==> config.mk <==
export PLATFORM = sky130hd
export DESIGN_NAME = source_tokenizer_top
export DESIGN_NICKNAME = d
export VERILOG_FILES = /design/src/sv/stok_pkg.sv /design/src/sv/stok_scan.sv /design/src/sv/stok_queue.sv /design/src/sv/stok_emit.sv /design/src/sv/source_tokenizer_top.sv
export SDC_FILE = /design/constraint.sdc
export NUM_CORES = 1
export LEC_CHECK = 0
export ABC_AREA = 1
export BUFFER_PORTS_ARGS = -buffer_cell sky130_fd_sc_hd__buf_2
export CORE_MARGIN = 2
export CORE_UTILIZATION = 59
export CTS_CLUSTER_SIZE = 12
export DETAILED_ROUTE_END_ITERATION = 8
export PLACE_DENSITY = 0.75
export REMOVE_ABC_BUFFERS = 1
export SKIP_LAST_GASP = 1
export SLEW_MARGIN = 20
export SYNTH_ARGS = -nofsm -noshare
export SYNTH_HDL_FRONTEND = slang
export SYNTH_HIERARCHICAL = 1
export SYNTH_SLANG_ARGS = --single-unit
==> constraint.sdc <==
create_clock -name clk -period 21.6 [get_ports clk]
set_clock_uncertainty 0.15 [all_clocks]
set_input_delay 2.16 -clock clk [delete_from_list [all_inputs] [get_ports clk]]
set_output_delay 2.16 -clock clk [all_outputs]
set_load 0.02 [all_outputs]
==> src/sv/stok_pkg.sv <==
// types, constants and helper functions for the source tokenizer
// no dependencies; imported by every stok module and the top level
package stok_pkg;

  localparam int MAX_TOKEN_LEN = 255;
  localparam int POSITION_BITS = 16;
  localparam int OFFSET_BITS   = 24;

  localparam int LEN_BITS    = $clog2(MAX_TOKEN_LEN + 1);
  localparam int POS_EXT     = (POSITION_BITS > 16) ? POSITION_BITS : 16;
  localparam int OFF_EXT     = (OFFSET_BITS > 24) ? OFFSET_BITS : 24;
  localparam int LEN_EXT     = (LEN_BITS > 8) ? LEN_BITS : 8;
  localparam int NUM_KW      = 9;
  localparam int QUEUE_DEPTH = 4;
  localparam int QPTR_BITS   = $clog2(QUEUE_DEPTH);

  // scan modes
  localparam logic [2:0] MODE_IDLE   = 3'd0;
  localparam logic [2:0] MODE_IDENT  = 3'd1;
  localparam logic [2:0] MODE_NUMBER = 3'd2;
  localparam logic [2:0] MODE_BANG   = 3'd3;
  localparam logic [2:0] MODE_GT     = 3'd4;
  localparam logic [2:0] MODE_LT     = 3'd5;
  localparam logic [2:0] MODE_EQ     = 3'd6;

  // token kinds
  localparam logic [4:0] KIND_END    = 5'd0;
  localparam logic [4:0] KIND_IDENT  = 5'd1;
  localparam logic [4:0] KIND_NUMBER = 5'd2;
  localparam logic [4:0] KIND_KW0    = 5'd3;
  localparam logic [4:0] KIND_PLUS   = 5'd12;
  localparam logic [4:0] KIND_MINUS  = 5'd13;
  localparam logic [4:0] KIND_STAR   = 5'd14;
  localparam logic [4:0] KIND_SLASH  = 5'd15;
  localparam logic [4:0] KIND_PCT    = 5'd16;
  localparam logic [4:0] KIND_COMMA  = 5'd17;
  localparam logic [4:0] KIND_SEMI   = 5'd18;
  localparam logic [4:0] KIND_LPAREN = 5'd19;
  localparam logic [4:0] KIND_RPAREN = 5'd20;
  localparam logic [4:0] KIND_LBRACE = 5'd21;
  localparam logic [4:0] KIND_RBRACE = 5'd22;
  localparam logic [4:0] KIND_BANG   = 5'd23;
  localparam logic [4:0] KIND_NE     = 5'd24;
  localparam logic [4:0] KIND_GT     = 5'd25;
  localparam logic [4:0] KIND_GE     = 5'd26;
  localparam logic [4:0] KIND_LT     = 5'd27;
  localparam logic [4:0] KIND_LE     = 5'd28;
  localparam logic [4:0] KIND_ASSIGN = 5'd29;
  localparam logic [4:0] KIND_EQEQ   = 5'd30;
  localparam logic [4:0] KIND_NONE   = 5'd0;
  localparam logic [4:0] KIND_ERROR  = 5'd31;

  localparam logic [7:0] CH_SPACE = 8'h20;
  localparam logic [7:0] CH_TAB   = 8'h09;
  localparam logic [7:0] CH_NL    = 8'h0A;
  localparam logic [7:0] CH_EQ    = 8'h3D;
  localparam logic [7:0] CH_UNDER = 8'h5F;
  localparam logic [7:0] CH_BANG  = 8'h21;
  localparam logic [7:0] CH_GT    = 8'h3E;
  localparam logic [7:0] CH_LT    = 8'h3C;

  // keyword text, right-aligned string literals
  localparam logic [63:0] KW_STR [NUM_KW] = '{
    64'("require"), 64'("if"), 64'("else"), 64'("return"), 64'("loop"),
    64'("let"), 64'("fn"), 64'("and"), 64'("or")
  };
  localparam logic [3:0] KW_LEN [NUM_KW] = '{
    4'd7, 4'd2, 4'd4, 4'd6, 4'd4, 4'd3, 4'd2, 4'd3, 4'd2
  };

  typedef struct packed {
    logic [4:0]  kind;
    logic [15:0] line;
    logic [15:0] column;
    logic [23:0] offset;
    logic [7:0]  length;
    logic        last;
  } tok_t;

  typedef struct packed {
    logic two;
    tok_t tok0;
    tok_t tok1;
  } rec_t;

  function automatic logic is_letter(input logic [7:0] c);
    return (c >= 8'h61 && c <= 8'h7A) || (c >= 8'h41 && c <= 8'h5A) || c == CH_UNDER;
  endfunction

  function automatic logic is_digit(input logic [7:0] c);
    return c >= 8'h30 && c <= 8'h39;
  endfunction

  // byte p of keyword k, valid for p below its length
  function automatic logic [7:0] kw_char(input int k, input logic [2:0] p);
    logic [2:0] idx;
    idx = 3'(KW_LEN[k] - 4'd1 - {1'b0, p});
    return KW_STR[k][{idx, 3'b000} +: 8];
  endfunction

  // mask of keywords still matching after character c at position p
  function automatic logic [NUM_KW-1:0] kw_keep(input logic [7:0] c,
                                                input logic [LEN_BITS-1:0] p);
    logic [NUM_KW-1:0] keep;
    for (int k = 0; k < NUM_KW; k++) begin
      keep[k] = (p < LEN_BITS'(KW_LEN[k])) && (kw_char(k, p[2:0]) == c);
    end
    return keep;
  endfunction

  function automatic logic [4:0] single_op(input logic [7:0] c);
    logic [4:0] kind;
    unique case (c)
      8'h2B:   kind = KIND_PLUS;
      8'h2D:   kind = KIND_MINUS;
      8'h2A:   kind = KIND_STAR;
      8'h2F:   kind = KIND_SLASH;
      8'h25:   kind = KIND_PCT;
      8'h2C:   kind = KIND_COMMA;
      8'h3B:   kind = KIND_SEMI;
      8'h28:   kind = KIND_LPAREN;
      8'h29:   kind = KIND_RPAREN;
      8'h7B:   kind = KIND_LBRACE;
      8'h7D:   kind = KIND_RBRACE;
      default: kind = KIND_NONE;
    endcase
    return kind;
  endfunction

  function automatic logic [15:0] clamp_pos(input logic [POSITION_BITS-1:0] v);
    logic [POS_EXT-1:0] ext;
    ext = POS_EXT'(v);
    return (ext > POS_EXT'(16'hFFFF)) ? 16'hFFFF : ext[15:0];
  endfunction

  function automatic logic [23:0] clamp_off(input logic [OFFSET_BITS-1:0] v);
    logic [OFF_EXT-1:0] ext;
    ext = OFF_EXT'(v);
    return (ext > OFF_EXT'(24'hFFFFFF)) ? 24'hFFFFFF : ext[23:0];
  endfunction

  function automatic logic [7:0] clamp_len(input logic [LEN_BITS-1:0] v);
    logic [LEN_EXT-1:0] ext;
    ext = LEN_EXT'(v);
    return (ext > LEN_EXT'(8'hFF)) ? 8'hFF : ext[7:0];
  endfunction

endpackage

==> src/sv/stok_scan.sv <==
// front part: classifies each accepted character and keeps scan state
// produces a record of up to two tokens per item; uses stok_pkg
module stok_scan (
  input  logic            clk,
  input  logic            rst_n,
  input  logic            accept,
  input  logic [7:0]      src_char,
  input  logic            src_end,
  output logic            push,
  output stok_pkg::rec_t  rec
);
  import stok_pkg::*;

  localparam logic [POSITION_BITS-1:0] POS_MAX = '1;
  localparam logic [OFFSET_BITS-1:0]   OFF_MAX = '1;
  localparam logic [LEN_BITS-1:0]      LEN_MAX = LEN_BITS'(MAX_TOKEN_LEN);
  localparam logic [NUM_KW-1:0]        KW_ALL  = '1;

  logic [2:0]               mode_r, mode_nxt;
  logic [POSITION_BITS-1:0] line_r, line_nxt, col_r, col_nxt;
  logic [OFFSET_BITS-1:0]   off_r, off_nxt;
  logic [POSITION_BITS-1:0] sline_r, sline_nxt, scol_r, scol_nxt;
  logic [OFFSET_BITS-1:0]   soff_r, soff_nxt;
  logic [LEN_BITS-1:0]      len_r, len_nxt;
  logic [NUM_KW-1:0]        kw_r, kw_nxt;
  logic                     halted_r, halted_nxt;

  logic       op_mode;
  logic       flush_valid;
  tok_t       flush_tok;
  logic [4:0] pend_kind;
  logic [4:0] ident_kind;
  logic       new_valid;
  tok_t       new_tok;
  tok_t       end_tok;
  tok_t       dbl_tok;
  logic [4:0] sop;

  assign op_mode = (mode_r >= MODE_BANG) && (mode_r <= MODE_EQ);
  assign sop     = single_op(src_char);

  always_comb begin
    unique case (mode_r)
      MODE_BANG: pend_kind = KIND_BANG;
      MODE_GT:   pend_kind = KIND_GT;
      MODE_LT:   pend_kind = KIND_LT;
      default:   pend_kind = KIND_ASSIGN;
    endcase
  end

  // later keyword wins, as in the sequential check
  always_comb begin
    ident_kind = KIND_IDENT;
    for (int k = 0; k < NUM_KW; k++) begin
      if (kw_r[k] && (len_r == LEN_BITS'(KW_LEN[k]))) begin
        ident_kind = KIND_KW0 + 5'(k);
      end
    end
  end

  always_comb begin
    flush_valid      = (mode_r == MODE_IDENT) || (mode_r == MODE_NUMBER) || op_mode;
    flush_tok.kind   = (mode_r == MODE_IDENT) ? ident_kind :
                       (mode_r == MODE_NUMBER) ? KIND_NUMBER : pend_kind;
    flush_tok.line   = clamp_pos(sline_r);
    flush_tok.column = clamp_pos(scol_r);
    flush_tok.offset = clamp_off(soff_r);
    flush_tok.length = clamp_len(len_r);
    flush_tok.last   = 1'b0;

    end_tok.kind   = KIND_END;
    end_tok.line   = clamp_pos(line_r);
    end_tok.column = clamp_pos(col_r);
    end_tok.offset = clamp_off(off_r);
    end_tok.length = 8'd0;
    end_tok.last   = 1'b1;

    // two-character comparison: the pending kind plus one
    dbl_tok        = flush_tok;
    dbl_tok.kind   = pend_kind + 5'd1;
    dbl_tok.length = 8'd2;
    dbl_tok.last   = 1'b1;

    new_tok        = end_tok;
    new_tok.kind   = (sop != KIND_NONE) ? sop : KIND_ERROR;
    new_tok.length = 8'd1;
  end

  always_comb begin
    mode_nxt   = mode_r;
    line_nxt   = line_r;
    col_nxt    = col_r;
    off_nxt    = off_r;
    sline_nxt  = sline_r;
    scol_nxt   = scol_r;
    soff_nxt   = soff_r;
    len_nxt    = len_r;
    kw_nxt     = kw_r;
    halted_nxt = halted_r;
    push       = 1'b0;
    rec        = '0;
    new_valid  = 1'b0;

    if (accept && !halted_r) begin
      if (src_end) begin
        push     = 1'b1;
        mode_nxt = MODE_IDLE;
        kw_nxt   = KW_ALL;
        if (flush_valid) begin
          rec.two  = 1'b1;
          rec.tok0 = flush_tok;
          rec.tok1 = end_tok;
        end else begin
          rec.tok0 = end_tok;
        end
      end else begin
        // advance position for every character
        off_nxt = (off_r == OFF_MAX) ? off_r : off_r + 1'b1;
        if (src_char == CH_NL) begin
          line_nxt = (line_r == POS_MAX) ? line_r : line_r + 1'b1;
          col_nxt  = '0;
        end else begin
          col_nxt = (col_r == POS_MAX) ? col_r : col_r + 1'b1;
        end

        priority if (mode_r == MODE_IDENT && (is_letter(src_char) || is_digit(src_char))) begin
          kw_nxt  = kw_r & kw_keep(src_char, len_r);
          len_nxt = (len_r == LEN_MAX) ? len_r : len_r + 1'b1;
        end else if (mode_r == MODE_NUMBER && is_digit(src_char)) begin
          len_nxt = (len_r == LEN_MAX) ? len_r : len_r + 1'b1;
        end else if (op_mode && src_char == CH_EQ) begin
          push     = 1'b1;
          rec.tok0 = dbl_tok;
          mode_nxt = MODE_IDLE;
        end else begin
          mode_nxt = MODE_IDLE;
          if (flush_valid) begin
            kw_nxt = KW_ALL;
          end
          // character seen from idle
          priority if (src_char == CH_SPACE || src_char == CH_TAB || src_char == CH_NL) begin
            new_valid = 1'b0;
          end else if (is_letter(src_char) || is_digit(src_char) ||
                       src_char == CH_BANG || src_char == CH_GT ||
                       src_char == CH_LT || src_char == CH_EQ) begin
            sline_nxt = line_r;
            scol_nxt  = col_r;
            soff_nxt  = off_r;
            len_nxt   = LEN_BITS'(1);
            priority if (is_letter(src_char)) begin
              mode_nxt = MODE_IDENT;
              kw_nxt   = KW_ALL & kw_keep(src_char, '0);
            end else if (is_digit(src_char)) begin
              mode_nxt = MODE_NUMBER;
            end else if (src_char == CH_BANG) begin
              mode_nxt = MODE_BANG;
            end else if (src_char == CH_GT) begin
              mode_nxt = MODE_GT;
            end else if (src_char == CH_LT) begin
              mode_nxt = MODE_LT;
            end else begin
              mode_nxt = MODE_EQ;
            end
          end else begin
            new_valid = 1'b1;
            if (sop == KIND_NONE) begin
              halted_nxt = 1'b1;
            end
          end

          push = flush_valid || new_valid;
          if (flush_valid && new_valid) begin
            rec.two  = 1'b1;
            rec.tok0 = flush_tok;
            rec.tok1 = new_tok;
          end else if (flush_valid) begin
            rec.tok0      = flush_tok;
            rec.tok0.last = 1'b1;
          end else begin
            rec.tok0 = new_tok;
          end
        end
      end
    end
  end

  always_ff @(posedge clk) begin
    if (!rst_n) begin
      mode_r   <= MODE_IDLE;
      line_r   <= '0;
      col_r    <= '0;
      off_r    <= '0;
      sline_r  <= '0;
      scol_r   <= '0;
      soff_r   <= '0;
      len_r    <= '0;
      kw_r     <= KW_ALL;
      halted_r <= 1'b0;
    end else begin
      mode_r   <= mode_nxt;
      line_r   <= line_nxt;
      col_r    <= col_nxt;
      off_r    <= off_nxt;
      sline_r  <= sline_nxt;
      scol_r   <= scol_nxt;
      soff_r   <= soff_nxt;
      len_r    <= len_nxt;
      kw_r     <= kw_nxt;
      halted_r <= halted_nxt;
    end
  end

endmodule

==> src/sv/stok_queue.sv <==
// short record queue between the scanner and the output stage
// depth from stok_pkg::QUEUE_DEPTH; uses stok_pkg
module stok_queue (
  input  logic            clk,
  input  logic            rst_n,
  input  logic            push,
  input  stok_pkg::rec_t  push_rec,
  input  logic            pop,
  output stok_pkg::rec_t  head,
  output logic            not_empty,
  output logic            full
);
  import stok_pkg::*;

  rec_t                 mem [QUEUE_DEPTH];
  logic [QPTR_BITS-1:0] wr_ptr_r, wr_ptr_nxt;
  logic [QPTR_BITS-1:0] rd_ptr_r, rd_ptr_nxt;
  logic [QPTR_BITS:0]   count_r, count_nxt;
  logic                 do_push, do_pop;

  assign not_empty = (count_r != '0);
  assign full      = (count_r == (QPTR_BITS + 1)'(QUEUE_DEPTH));
  assign head      = mem[rd_ptr_r];
  assign do_push   = push && !full;
  assign do_pop    = pop && not_empty;

  always_comb begin
    wr_ptr_nxt = do_push ? wr_ptr_r + 1'b1 : wr_ptr_r;
    rd_ptr_nxt = do_pop ? rd_ptr_r + 1'b1 : rd_ptr_r;
    count_nxt  = count_r + (QPTR_BITS + 1)'(do_push) - (QPTR_BITS + 1)'(do_pop);
  end

  always_ff @(posedge clk) begin
    if (do_push) begin
      mem[wr_ptr_r] <= push_rec;
    end
  end

  always_ff @(posedge clk) begin
    if (!rst_n) begin
      wr_ptr_r <= '0;
      rd_ptr_r <= '0;
      count_r  <= '0;
    end else begin
      wr_ptr_r <= wr_ptr_nxt;
      rd_ptr_r <= rd_ptr_nxt;
      count_r  <= count_nxt;
    end
  end

endmodule

==> src/sv/stok_emit.sv <==
// back part: splits queued records into single tokens on the output channel
// holds one registered token; uses stok_pkg
module stok_emit (
  input  logic            clk,
  input  logic            rst_n,
  input  stok_pkg::rec_t  head,
  input  logic            not_empty,
  output logic            pop,
  output logic            out_valid,
  input  logic            out_ready,
  output stok_pkg::tok_t  out_tok
);
  import stok_pkg::*;

  logic valid_r, valid_nxt;
  logic sub_r, sub_nxt;
  tok_t tok_r, tok_nxt;
  logic load;

  assign load      = !valid_r || out_ready;
  assign out_valid = valid_r;
  assign out_tok   = tok_r;

  always_comb begin
    valid_nxt = valid_r;
    sub_nxt   = sub_r;
    tok_nxt   = tok_r;
    pop       = 1'b0;
    if (load) begin
      valid_nxt = not_empty;
      if (not_empty) begin
        tok_nxt = sub_r ? head.tok1 : head.tok0;
        // pop once the last token of the record is taken; else the second token of a pair is still to come
        if (sub_r || !head.two) begin
          pop     = 1'b1;
          sub_nxt = 1'b0;
        end else begin
          sub_nxt = 1'b1;
        end
      end
    end
  end

  always_ff @(posedge clk) begin
    tok_r <= tok_nxt;
  end

  always_ff @(posedge clk) begin
    if (!rst_n) begin
      valid_r <= 1'b0;
      sub_r   <= 1'b0;
    end else begin
      valid_r <= valid_nxt;
      sub_r   <= sub_nxt;
    end
  end

endmodule

==> src/sv/source_tokenizer_top.sv <==
// source tokenizer: one character per cycle in while the queue is not full,
// one token per cycle out while out_tready is high; a token is written to the
// record queue, then the output register behind out_tvalid; an item that
// yields two tokens puts them out in turn, absorbed by a four-record queue
// reset: synchronous, active low; clears position counters, scan state and queue
module source_tokenizer_top (
  input  logic        clk,
  input  logic        rst_n,
  input  logic        in_tvalid,
  output logic        in_tready,
  input  logic [7:0]  in_tdata,   // [7:0] source_char
  input  logic        in_tuser,   // [0] end_of_source
  output logic        out_tvalid,
  input  logic        out_tready,
  output logic [71:0] out_tdata,  // [4:0] kind, [20:5] line, [36:21] column,
                                  // [60:37] offset, [68:61] length, [71:69] zero
  output logic        out_tlast
);
  import stok_pkg::*;

  logic accept;
  logic push;
  rec_t push_rec;
  rec_t head;
  logic not_empty;
  logic full;
  logic pop;
  tok_t tok;

  assign in_tready = !full;
  assign accept    = in_tvalid && in_tready;

  stok_scan u_scan (
    .clk      (clk),
    .rst_n    (rst_n),
    .accept   (accept),
    .src_char (in_tdata),
    .src_end  (in_tuser),
    .push     (push),
    .rec      (push_rec)
  );

  stok_queue u_queue (
    .clk       (clk),
    .rst_n     (rst_n),
    .push      (push),
    .push_rec  (push_rec),
    .pop       (pop),
    .head      (head),
    .not_empty (not_empty),
    .full      (full)
  );

  stok_emit u_emit (
    .clk       (clk),
    .rst_n     (rst_n),
    .head      (head),
    .not_empty (not_empty),
    .pop       (pop),
    .out_valid (out_tvalid),
    .out_ready (out_tready),
    .out_tok   (tok)
  );

  assign out_tdata = {3'b000, tok.length, tok.offset, tok.column, tok.line, tok.kind};
  assign out_tlast = tok.last;

endmodule

==> impl_metrics.toml, run 1 <==
[worst_setup_path]
end_kind = "flip-flop"
critPathMaxFanout = 70
worstSetupStartpoint = "in_tdata[1]"
rr_startpoint = "u_queue/count_r[1]"
arrival_ps = 7410
cp.required_ps = 21690
crit_path_start_kind = "input port"
path_class = "in2reg"

[synth]
synthTopCellsByCount = "nand2_1 (636), edfxtp_1 (634), nor2_1 (620)"
syn_area_sq_um = 34400
synth_area_leaders = "edfxtp_1 (55%), dfxtp_1 (8.4%), nand2_1 (6.9%)"
synth-async-reset-ratio_pct = 0
syn-instance-count = 3405
yosysSeqAreaShare_pct = 63.8
synth.most_common_cell = "nand2_1"
yosysTopAreaCellShare_pct = 55.4
synth_edf_count = 634
synth_flop_cell = "edfxtp_1"
ys_seq_elements = 778
post_synth.cell_area_avg_sq_um = 10.1
synth_area_leader_cell = "edfxtp_1"
synth_cell_types = 46
ys_warn_count = 6

[drt]
viasPerCell = 5.87
remaining_drc_errors = 0
first_iter_violations = 2550
wl_per_cell_um = 20.1
final_antenna_net_count = 0
firstDrtPassIters = 6
wl_um = 85000
via_count = 24800

[cts]
cts_resized = 0
cts_buffer_depth = 3
htreeDepth = 3
cts.hold.buffers_added = 0
cts_num_sinks = 778
clkLatencyLatePin_ps = 620
cts_buffers = 78
clk_pin_slew_ps = 60
cts_root_buf = "clkbuf_16"
cts_tree = "built"
post_cts_buffers = 0

[place]
gp_congestion = 0.920
port_buffers = 84
post-place-ws_ps = 13770
dp_hpwl_um = 50000

[sta]
drv_slew = 0
worst_slack_ps = 14280
max_slew_margin_pct = 22.8
tightest_slew_ps = 1160
period_minus_slack_ps = 7320
hold_viol = 0
finalSetupViolCount = 0
max_freq_ghz = 0.137
fin_crit_sh_pct = 33.9
rsz0062_at_grt = "false"
setup_tns_ps = 0

[pwr]
p_per_area_nw_per_um2 = 117
ir_drop_v = 0.0000794
p_leak_uw = 0.0137

[status]
outcome = "finished clean"

[global_routing]
grt_pass1_vias = 23900
grt_max_degree = 104
grt_pass1_wl_um = 131000
antenna_found_initial = 3
grt_util_all_layers_pct = 28.1
grt-ovfl-total = 0

[finish]
drive_above_1_share_pct = 7.81
synthToLayoutAreaGrowth_pct = 8.23
nets = 3434
diodes = 0

[min_path]
hp-class = "reg2reg"
min_from = "u_scan/halted_r"

[floorplanning]
rows = 88
core_area_sq_um = 57700
dieArea_sq_um = 60200
die_width_um = 245
ioPinCount = 88
die_h_um = 245
initial_core_util_pct = 59.6

[job]
max_cap_violations = 0
## logic make-up after synthesis
logic type	synth area share [%]
compound gates	10.7
flops	63.8
other cells	0.0219
buf+inv	5.89
simple gates	17.5
xor+xnor	1.12
fa+ha+maj	1.00
## final timing paths
check,to,slack (ps),cells after the start
min,u_scan/halted_r,340,2
max,u_queue/mem[1][97],14280,15
min reg2reg,u_scan/halted_r,340,2
max reg2reg,u_queue/mem[1][97],15970,13
## worst max-delay path: stages
cell and delay, ps:
buf_2 160, inv_2 260, nand2_1 170, o21ai_1 100, nand3_1 140, nand3_2 270
nand2_1 140, nand3_1 130, nand3_2 70, buf_4 430, nor2_1 400, nand2_1 330
nor2_4 820, buf_4 930, buf_4 770
## layer usage
layer / GRT usage [%] / vias up / share of wire, %
li1: - / 11600 / -
met1: 36.4 / 11900 / 40
met2: 47.8 / 1047 / 49
met3: 3.49 / 188 / 7.2
met4: 12.4 / 6 / 3.9
met5: 0 / - / 0.040
## flip-flops by register name, summed over array words and instances, names as in the netlist, named ones only
name,count
u_scan/mode_r,3
u_queue/rd_ptr_r,2
u_scan/halted_r,1
u_scan/soff_r,24
u_scan/kw_r,9
u_emit/out_tok,70
u_scan/sline_r,16
u_scan/len_r,8
u_emit/out_valid,1
u_scan/scol_r,16
u_emit/sub_r,1
u_queue/wr_ptr_r,2
u_queue/count_r,3
u_queue/mem,564
u_scan/col_r,16
u_scan/off_r,24
u_scan/line_r,16
## report_power, final
group          switching [uW]  internal [uW]
sequential               90.8           1940
combinational             799            258
clock                     536            718
total                    1430           2910
## layout by cell type, fill, tap and decap left out, types with 6 or more instances in the layout
cell type | Yosys | final
nand2_1 | 636 | 636
edfxtp_1 | 634 | 634
nor2_1 | 620 | 616
o21ai_0 | 339 | 339
inv_1 | 204 | 203
o22ai_1 | 143 | 143
dfxtp_1 | 144 | 141
a21oi_1 | 95 | 95
buf_2 | 67 | 84
nand3_1 | 85 | 83
clkbuf_16 | 0 | 81
a211oi_1 | 58 | 58
clkbuf_1 | 61 | 46
nor3_1 | 41 | 41
xor2_1 | 41 | 41
nand4_1 | 34 | 34
ha_1 | 26 | 26
buf_4 | 43 | 21
nor2_4 | 14 | 18
nor2_2 | 16 | 16
inv_2 | 14 | 12
conb_1 | 2 | 10
nand2_2 | 8 | 7
o21ai_1 | 7 | 7
clkbuf_8 | 0 | 6
a21boi_0 | 6 | 6
## layout make-up
| type | count | area, sq um |
|---|---|---|
| Sequential cell | 778 | 21900 |
| Fill cell | 4434 | 20500 |
| Multi-Input combinational cell | 2210 | 10500 |
| Clock buffer | 133 | 2280 |
| Tap cell | 765 | 957 |
| Inverter | 220 | 846 |
| Timing Repair Buffer | 106 | 589 |
| Clock inverter | 11 | 78.8 |
## per-stage QoR
step	utilization (%)	cells	hold slack (ps)	instance area [sq um]	total power, uW
2_1_floorplan	-	3208	285	33200	2760
3_3_place_gp	60.4	4079	310	34800	3080
3_5_place_dp	60.4	4079	319	34800	3110
4_1_cts	64.5	4223	329	37200	4360
5_1_grt	64.5	4223	358	37200	4540
6_report	64.5	4223	338	37200	4340
No activity file was read; power rests on OpenSTA's default activity.
==> run 2, diff against run 1 <==
--- a/config.mk
+++ b/config.mk
@@ -5,13 +5,13 @@
 export SDC_FILE = /design/constraint.sdc
 export NUM_CORES = 1
 export LEC_CHECK = 0
-export ABC_AREA = 1
+export ABC_AREA = 0
 export BUFFER_PORTS_ARGS = -buffer_cell sky130_fd_sc_hd__buf_2
 export CORE_MARGIN = 2
-export CORE_UTILIZATION = 59
+export CORE_UTILIZATION = 57
 export CTS_CLUSTER_SIZE = 12
 export DETAILED_ROUTE_END_ITERATION = 8
-export PLACE_DENSITY = 0.75
+export PLACE_DENSITY = 0.76
 export REMOVE_ABC_BUFFERS = 1
 export SKIP_LAST_GASP = 1
 export SLEW_MARGIN = 20
==> constraint.sdc (replaced) <==
create_clock -name clk -period 6.55 [get_ports clk]
set_clock_uncertainty 0.15 [all_clocks]
set_input_delay 0.655 -clock clk [delete_from_list [all_inputs] [get_ports clk]]
set_output_delay 0.655 -clock clk [all_outputs]
set_load 0.02 [all_outputs]
==> run 2 against run 1 <==
  * Setup slack got worse by 12000 ps
  * Die area increased by 0.97%
  * Critical path depth decreased by 5
  * Synthesized area decreased by 2.4%
  * Sequential share of layout area increased by 0.77 points
  * Sequential power increased to 3.2 times the previous value
  * Routed wire length decreased by 14%
  * Sequential cell count unchanged
==> impl_metrics.toml, run 2 <==
[sta]
hold_viol = 0
max_freq_ghz = 0.233
hold_slack_ps = 193
rsz0062_at_grt = "false"
fin_crit_sh_pct = 65.5
max_slew_margin_pct = 23.4
period_minus_slack_ps = 4290
finalSetupViolCount = 0
setup_tns_ps = 0
tightest_slew_ps = 1150
drv_slew = 0

[pwr]
seq_power_share_pct = 47.5
p_leak_uw = 0.0122
swShare_pct = 28.0
combPwrFrac_pct = 22.0
p_switching_uw = 3800
ir_drop_v = 0.000280
p_int_uw = 9790
p_per_area_nw_per_um2 = 370
clock_power_share_pct = 30.4

[floorplanning]
initial_core_util_pct = 57.9
dieArea_sq_um = 60800
ioPinCount = 88
die_h_um = 247
core_area_sq_um = 57900
rows = 88
die_width_um = 247

[finish]
fin_util_pct = 63.4
layout_common_cells = "edfxtp_1 (634), nand2_1 (282), dfxtp_1 (141), mux4_2 (141), a21oi_1 (99)"
drive_above_1_share_pct = 19.5
largest_reg_flops = 564
final_common_cell = "edfxtp_1"
multi_input_area_sq_um = 10700
synthToLayoutAreaGrowth_pct = 9.52
seq_area_sq_um = 21900
top_register = "u_queue/mem"
diodes = 0
fillers = 4108
nets = 2323

[job]
max_cap_violations = 0

[drt]
remaining_drc_errors = 0
wl_per_cell_um = 23.5
viasPerCell = 6.21
via_count = 19300
wl_um = 73300
final_antenna_net_count = 0
firstDrtPassIters = 5
first_iter_violations = 1888

[synth]
yosysTopAreaCellShare_pct = 56.8
synthTopCellsByCount = "edfxtp_1 (634), nand2_1 (283), dfxtp_1 (144)"
syn_area_sq_um = 33500
synth_flop_cell = "edfxtp_1"
synthMuxAreaShare_pct = 14.7
yosysSeqAreaShare_pct = 65.4
synth_area_leaders = "edfxtp_1 (57%), mux4_2 (9.5%), dfxtp_1 (8.6%)"
synth_edf_count = 634
synth_area_leader_cell = "edfxtp_1"
synth_compound_area_share_pct = 4.25
syn-instance-count = 2239
synth_cell_types = 84
synth.most_common_cell = "edfxtp_1"
synth_xor_area_share_pct = 1.59
synth-async-reset-ratio_pct = 0
synthSimpleGateAreaFrac_pct = 9.97
post_synth.cell_area_avg_sq_um = 15.0
synth_top_family_by_area = "multiplexers"
synth_adder_area_share_pct = 1.03
ys_warn_count = 6
ys_seq_elements = 778

[cts]
cts_num_sinks = 778
cts_buffer_depth = 3
cts_root_buf = "clkbuf_16"
clk_pin_slew_ps = 60
cts.hold.buffers_added = 0
clkLatencyLatePin_ps = 630
htreeDepth = 3
cts_resized = 0
cts_tree = "built"
cts_buffers = 79
post_cts_buffers = 0

[worst_setup_path]
crit_slowest_cell = "and2_4"
reg2reg_slack_ps = 2660
crit_chain = "buf_2, and2_1, and3_4, o31ai_2, nor3_2, nor3_1, nor2_1, nor2b_1, and2_4, buf_4"
crit_path_start_kind = "input port"
path_class = "in2reg"
max_stage_delay_ps = 820
rr_startpoint = "u_scan/mode_r[1]"
cp.required_ps = 6660
critPathMaxFanout = 55
r2r_end = "u_queue/mem[0][0]"
rr_worst_depth = 6
end_kind = "flip-flop"
arrival_ps = 4410

[min_path]
min_path_cells = 3
min_from = "out_tready"
hold_path_end = "u_emit/out_valid"
hp-class = "in2reg"

[global_routing]
grt_pass1_wl_um = 114000
grt_pass1_vias = 19800
antenna_found_initial = 1
grtUsageMet3_pct = 4.05
top_usage_layer = "met2"
grt_util_all_layers_pct = 24.6
met2_usage_pct = 41.2
grt_max_degree = 90
grt-ovfl-total = 0
met1_usage_pct = 32.5

[status]
outcome = "finished clean"

[place]
dp_hpwl_um = 41300
gp_congestion = 0.885
port_buffers = 84
[run 2: cell types whose count changed after synthesis, sizes merged, moves of 67 or more]
| cell | before | now |
|---|---|---|
| and3 | 1 | 68 |
| inv | 219 | 33 |
| mux2 | 0 | 72 |
| mux2i | 0 | 69 |
| mux4 | 0 | 141 |
| nand2 | 644 | 283 |
| nor2 | 650 | 93 |
| o21ai | 346 | 37 |
| o22ai | 143 | 3 |
[run 2: final cells by class]
cell class | instances | area share (%)
Timing Repair Buffer | 113 | 1.88
Sequential cell | 778 | 59.7
Clock inverter | 18 | 0.392
Tap cell | 765 | 2.61
Multi-Input combinational cell | 1278 | 29.1
Inverter | 33 | 0.341
Clock buffer | 128 | 5.99
[run 2: critical path, delay by kind of cell]
family	cells	cell delay [ps]
simple gates	7	2530
buf+inv	2	990
compound gates	1	100
[run 2: layer usage]
| metal | up-vias | part of all wire [%] |
|---|---|---|
| met5 | - | 0 |
| met4 | 0 | 3.2 |
| met3 | 148 | 7.1 |
| met2 | 745 | 50 |
| met1 | 9847 | 40 |
| li1 | 8604 | - |
[run 2: kinds of logic after synthesis]
group,count (synthesis)
flops,778
simple gates,676
mux,282
compound gates,222
buf+inv,191
xor+xnor,61
fa+ha+maj,27
other cells,2
[run 2: power by group through the flow]
| stage | Combinational (uW) | Sequential (uW) | Clock (uW) |
|---|---|---|---|
| after floorplan | 1810 | 7020 | 0 |
| after global placement | 3010 | 6540 | 0 |
| after detailed placement | 3030 | 6570 | 0 |
| after CTS | 3050 | 6470 | 4200 |
| after global routing | 3200 | 6530 | 4410 |
| final | 2990 | 6460 | 4130 |
[run 2: how the worst max path moves through the flow]
stage                            from                  end  slack [ps]  depth (start not counted)
after detailed placement  in_tdata[2]    u_queue/mem[0][3]        1700                         10
after floorplan             flip-flop   u_queue/count_r[2]       -1870                         12
after CTS                 in_tdata[2]  u_queue/mem[0][135]        2370                         10
after global placement    in_tdata[0]    u_queue/mem[0][3]        1790                         10
final                     in_tdata[2]   u_queue/mem[2][43]        2260                         10
after global routing      in_tdata[2]   u_queue/mem[2][77]        2010                         10
[run 2: stage by stage]
stage | area (sq um) | worst slack (ps) | total power [uW] | instances
2_1_floorplan | 32700 | -1870 | 8840 | 2089
3_3_place_gp | 34400 | 1790 | 9550 | 2967
3_5_place_dp | 34400 | 1700 | 9600 | 2967
4_1_cts | 36700 | 2370 | 13700 | 3113
5_1_grt | 36700 | 2010 | 14100 | 3113
6_report | 36700 | 2260 | 13600 | 3113
